==> config.mk <==
export PLATFORM = sky130hd
export DESIGN_NAME = rbp_div
export DESIGN_NICKNAME = d
export VERILOG_FILES = /design/src/rtl/rbp_div.sv
export SDC_FILE = /design/constraint.sdc
export NUM_CORES = 1
export LEC_CHECK = 0
export ABC_AREA = 1
export BUFFER_PORTS_ARGS = -buffer_cell sky130_fd_sc_hd__buf_2
export CORE_MARGIN = 3
export CORE_UTILIZATION = 42
export DETAILED_ROUTE_END_ITERATION = 8
export PLACE_DENSITY = 0.9
export SKIP_LAST_GASP = 1
export SLEW_MARGIN = 10
export SYNTH_ARGS = -nofsm -noshare
export SYNTH_HDL_FRONTEND = slang
export SYNTH_SLANG_ARGS = --single-unit
==> constraint.sdc <==
create_clock -name clk -period 2 [get_ports clk]
set_input_delay 0.3 -clock clk [delete_from_list [all_inputs] [get_ports clk]]
set_output_delay 0.3 -clock clk [all_outputs]
set_load 0.02 [all_outputs]
==> src/rtl/rbp_div.sv <==
// ----------------------------------------------------------------------------
// rbp_div
// Division of an unsigned value by a fixed divisor through a reciprocal.
// ----------------------------------------------------------------------------
`timescale 1ns / 1ps
`default_nettype none

// The quotient is exact for every numerator up to MAXNUM. It is ready when
// done pulses for one cycle.
module rbp_div #(
  parameter int DIVISOR = 4,
  parameter int NW      = 34,
  parameter int MAXNUM  = 16384
) (
  input  wire logic          clk,
  input  wire logic          rst,
  input  wire logic          start,
  input  wire logic [NW-1:0] num,
  output logic               done,
  output logic      [NW-1:0] quo
);

  localparam int     NB    = $clog2(MAXNUM + 1);
  localparam int     SH    = NB + $clog2(DIVISOR);
  localparam int     MW    = NB + 2;
  localparam int     PW    = NB + MW;
  localparam longint RECIP = ((longint'(1) << SH) + longint'(DIVISOR) - longint'(1)) /
                             longint'(DIVISOR);
  localparam logic [MW-1:0] RECIP_M = MW'(RECIP);

  logic [PW-1:0] prod;
  logic          busy;

  always_ff @(posedge clk) begin
    if (rst) begin
      busy <= 1'b0;
      done <= 1'b0;
    end else begin
      busy <= start;
      done <= busy;
      if (start) begin
        prod <= PW'(num[NB-1:0]) * PW'(RECIP_M);
      end
      if (busy) begin
        quo <= NW'(prod >> SH);
      end
    end
  end

endmodule

`default_nettype wire

==> results.toml, run 1 <==
[outcome]
status = "finished, final reports clean"

[routing]
ant_nets = 0
firstDrtPassIters = 4
viasPerCell = 3.57
drtIter0Drc = 8
drt-wirelength-per-cell_um = 9.25
vias = 421
post-route-drc-count = 0
wirelength_mm = 1.09

[global_route]
grt_pass1_wl_mm = 1.35
grt_pass1_vias = 315
track_usage = 0.0667
antenna_found_initial = 0
grt_max_degree = 16
grt-ovfl-total = 0

[placement]
pre_cts_slack_ns = 0.923
gp_congestion = 0.694
io_buffers = 29
dp_hpwl_um = 942

[yosys]
yosysTopAreaCell = "edfxtp_1"
ys_seq_area_frac = 0.817
syn_area_um2 = 1000
synth-seq-cells = 28
synth_top_area_share = 0.777
yosysWarningCount = 0
ys_top_cells_by_area = "edfxtp_1 (78%), buf_4 (16%), dfxtp_1 (4.0%)"
syn_inst = 56
syn_area_per_cell_um2 = 17.9
ys_types = 6

[critical_path]
slowest_stage = "edfxtp_1"
critical_path_class = "reg2out"
startpoint_type = "register"
cpPeakStageDelay_ns = 0.38
worstPathMaxFanout = 1
cp_num_cells = 1
path_cells = "buf_2"
critPathArrivalTime_ns = 0.85
rr_worst_depth = 3
cp-end-kind = "primary output"
critPathRequiredTime_ns = 1.70
crit_buf_inv = 1
path_delay_family = "flip-flops"

[clock_tree]
worstSkewPairLatency_ns = 0.30
htreeDepth = 1
path_clk_slew_ns = 0.12
clkSinkCount = 28
post_cts_resized = 0
cts_root_buffer = "clkbuf_4"
cts_hold_buf = 0
cts_tree = "yes"
cts_buffer_depth = 2
cts-buffers-inserted = 3
postCtsSetupBuffers = 0

[floorplan]
fp-row-count = 17
die_area_um2 = 3020
core_area_um2 = 2230
initial_core_util = 0.450
chipWidth_um = 54.9
boundaryPins = 72
die_h_um = 54.9

[cells_and_area]
drive_gt1_frac = 0.378
nFillCells = 193
fin_util = 0.512
diodes = 0
area_delta_synth_final_pct = 13.8
nNetsFinal = 128

[pwr]
power_density_nw_per_um2 = 845
leakagePower_nw = 0.483
vdd_drop_max_mv = 0.431

[timing]
setup_viol = 0
fin_crit_sh = 0.576
finalWorstSetupSlack_ns = 0.848
tns_ns = 0
fin_worst_skew_ns = 0.00244
drv_slew = 0
max_freq_mhz = 868
grt_setup_unrepaired = "no"
hold_viol_final = 0
min_period_ns = 1.15

[worst_hold_path]
hold_path.class = "in2reg"
min_path_cells = 1

[flow_run]
max_cap_viol_count = 0
[power by group]
group | internal (mW) | switching [mW] | leakage (nW)
clock | 0.0777 | 0.130 | 0.0150
sequential | 0.671 | 0.00554 | 0.258
combinational | 0.0188 | 0.0624 | 0.210
[state kept, by name, summed over array words and instances (netlist names)]
name / flops
prod: 13
done: 1
busy: 1
quo: 13
[kinds of logic after synthesis]
logic type,Yosys count,synth area share
buf+inv,23,0.164
flops,28,0.817
simple gates,4,0.0149
other cells,1,0.00373
[synthesized netlist by cell type]
master    instances
edfxtp_1         26
buf_4            21
nor2_1            4
dfxtp_1           2
inv_1             2
conb_1            1
[layout by cell type (no fill, tap or decap)]
| cell | count |
|---|---|
| dfxtp_1 | 2 |
| clkbuf_4 | 3 |
| nor2_1 | 4 |
| buf_2 | 29 |
| inv_1 | 2 |
| conb_1 | 21 |
| clkbuf_1 | 1 |
| buf_4 | 2 |
| edfxtp_1 | 26 |
[routing by layer]
layer | track usage | vias to the layer above | part of all wire
met5 | 0 | - | 0
met4 | 0.0607 | 0 | 0.021
met3 | 0.0134 | 2 | 0.096
met2 | 0.120 | 21 | 0.56
met1 | 0.0623 | 181 | 0.32
li1 | - | 217 | -
[area by class of cell]
cell class	count	area, um2	area share
Clock buffer	4	26.3	0.0230
Inverter	2	7.51	0.00656
Multi-Input combinational cell	25	93.8	0.0821
Sequential cell	28	821	0.718
Tap cell	28	35.0	0.0306
Timing Repair Buffer	31	160	0.140
[metrics by stage]
stage / power (mW) / hold slack (ns) / std cells / cell area (um2)
after floorplan: 0.775 / 0.372 / 76 / 1080
after global placement: 0.769 / 0.401 / 114 / 1120
after detailed placement: 0.772 / 0.405 / 114 / 1120
after CTS: 0.979 / 0.145 / 118 / 1140
after global routing: 1.01 / 0.136 / 118 / 1140
final: 0.966 / 0.161 / 118 / 1140
[final timing paths]
kind	startpoint	to	slack (ns)
max	quo[7]	quo[7]	0.85
min	num[3]	prod[18]	0.16
max reg2reg	busy	quo[8]	1.03
min reg2reg	prod[18]	quo[1]	0.43
Power figures use the tool's default switching activity.
==> run 2, diff against run 1 <==
--- a/config.mk
+++ b/config.mk
@@ -8,9 +8,9 @@
 export ABC_AREA = 1
 export BUFFER_PORTS_ARGS = -buffer_cell sky130_fd_sc_hd__buf_2
 export CORE_MARGIN = 3
-export CORE_UTILIZATION = 42
+export CORE_UTILIZATION = 39
 export DETAILED_ROUTE_END_ITERATION = 8
-export PLACE_DENSITY = 0.9
+export PLACE_DENSITY = 0.85
 export SKIP_LAST_GASP = 1
 export SLEW_MARGIN = 10
 export SYNTH_ARGS = -nofsm -noshare
==> constraint.sdc (replaced) <==
create_clock -name clk -period 1.2 [get_ports clk]
set_input_delay 0.18 -clock clk [delete_from_list [all_inputs] [get_ports clk]]
set_output_delay 0.18 -clock clk [all_outputs]
set_load 0.02 [all_outputs]
==> run 2 against run 1 <==
Effect of this change:
- register-to-register slack worse by 0.80 ns
- utilization down 1.9 points
- setup slack worse by 0.68 ns
- global-route usage up 0.14 points
- cell area down 0.11%
- routed wire length down 2.8%
- critical path depth unchanged
- worst hold slack worse by 0.12 ns
- power up 65%
- clock skew up 0.0043 ns
- count of clock-buffer cells in the layout down 1
==> results.toml, run 2 (same netlist as run 1, synthesis figures left out) <==
[clock_tree]
worstSkewPairLatency_ns = 0.30
clkSinkCount = 28
cts_root_buffer = "clkbuf_4"
cts_tree = "yes"
cts-buffers-inserted = 3
htreeDepth = 1
cts_buffer_depth = 2
post_cts_resized = 0
path_clk_slew_ns = 0.12
cts_hold_buf = 0
postCtsSetupBuffers = 0

[timing]
drv_slew = 0
fin_worst_skew_ns = 0.00675
hold_viol_final = 0
grt_setup_unrepaired = "no"
fin_crit_sh = 0.861
min_period_ns = 1.03
setup_viol = 0
tns_ns = 0
max_freq_mhz = 967

[global_route]
track_usage = 0.0681
grt_pass1_vias = 419
antenna_found_initial = 0
grt_pass1_wl_mm = 1.69
grt-ovfl-total = 0
grt_max_degree = 15

[floorplan]
core_area_um2 = 2320
boundaryPins = 72
initial_core_util = 0.433
chipWidth_um = 56.8
die_area_um2 = 3220
die_h_um = 56.8
fp-row-count = 17

[critical_path]
rr_endpoint = "quo[4]"
startpoint_type = "register"
cp_num_cells = 1
path_cells = "buf_2"
slowest_stage = "edfxtp_1"
cp-end-kind = "primary output"
cpPeakStageDelay_ns = 0.38
crit_buf_inv = 1
path_delay_family = "flip-flops"
critical_path_class = "reg2out"
r2r_start = "busy"
worstPathMaxFanout = 1
rr_worst_depth = 3
r2r_setup_slack_ns = 0.23
critPathArrivalTime_ns = 0.85
critPathRequiredTime_ns = 1.02

[routing]
post-route-drc-count = 0
firstDrtPassIters = 2
drt-wirelength-per-cell_um = 9.06
wirelength_mm = 1.06
viasPerCell = 3.85
drtIter0Drc = 3
ant_nets = 0
vias = 451

[worst_hold_path]
min_path_cells = 1
min_from = "num[3]"
hold_end = "prod[18]"
hold_path.class = "in2reg"

[placement]
gp_congestion = 0.609
io_buffers = 29
dp.cells = 114
dp_hpwl_um = 912

[cells_and_area]
layout.cells.non_filler = 117
diodes = 0
drive_gt1_frac = 0.393
reg.largest.list = "prod x13, quo x13"
fin_util = 0.493
area_delta_synth_final_pct = 13.7
most-common-layout-cells = "buf_2 (29), edfxtp_1 (26), conb_1 (21)"
layout_commonest_cell = "buf_2"
nNetsFinal = 128

[pwr]
power_density_nw_per_um2 = 1400
vdd_drop_max_mv = 0.993
leakagePower_nw = 0.482
p_total_mw = 1.59

[flow_run]
max_cap_viol_count = 0

[outcome]
status = "finished, final reports clean"
[run 2: final cells by class]
class | instances | area (um2)
clock buffers | 3 | 22.5
fillers | 202 | 1180
inverters | 2 | 7.51
multi-input cells | 25 | 96.3
flip-flops and latches | 28 | 821
well taps | 28 | 35.0
repair buffers | 31 | 160
[run 2: routing by layer]
metal  track usage  share of wire  up-vias
met2         0.129           0.55       37
met4        0.0397              0        0
li1              -              -      216
met3       0.00920           0.13        0
met1        0.0701           0.31      198
met5             0              0        -
[run 2: through the flow]
stage / hold WS, ns / area (um2) / setup slack (ns)
floorplan: 0.252 / 1080 / 0.0306
global placement: 0.356 / 1120 / 0.294
detailed placement: 0.358 / 1120 / 0.237
CTS: 0.0368 / 1140 / 0.152
global route: 0.0241 / 1140 / 0.109
finish: 0.0435 / 1140 / 0.166
[run 2: how the worst max path moves through the flow]
stage          slack (ns)        to    start
5_1_grt              0.11    quo[3]   quo[3]
4_1_cts              0.15   quo[11]  quo[11]
2_1_floorplan        0.03  prod[17]    start
3_3_place_gp         0.29   quo[11]     busy
6_report             0.17   quo[11]  quo[11]
3_5_place_dp         0.24   quo[11]     busy
[run 2: worst register-to-register path, stage by stage (launching register included)]
cell and delay [ns]:
dfxtp_1 0.34, inv_1 0.06, nor2_2 0.08, buf_4 0.20
[run 2: where the power goes]
part / total [mW] / leakage (nW) / switching, mW / internal [mW]
registers: 1.13 / 0.258 / 0.00965 / 1.12
clock network: 0.329 / 0.0138 / 0.213 / 0.117
logic: 0.136 / 0.210 / 0.104 / 0.0315
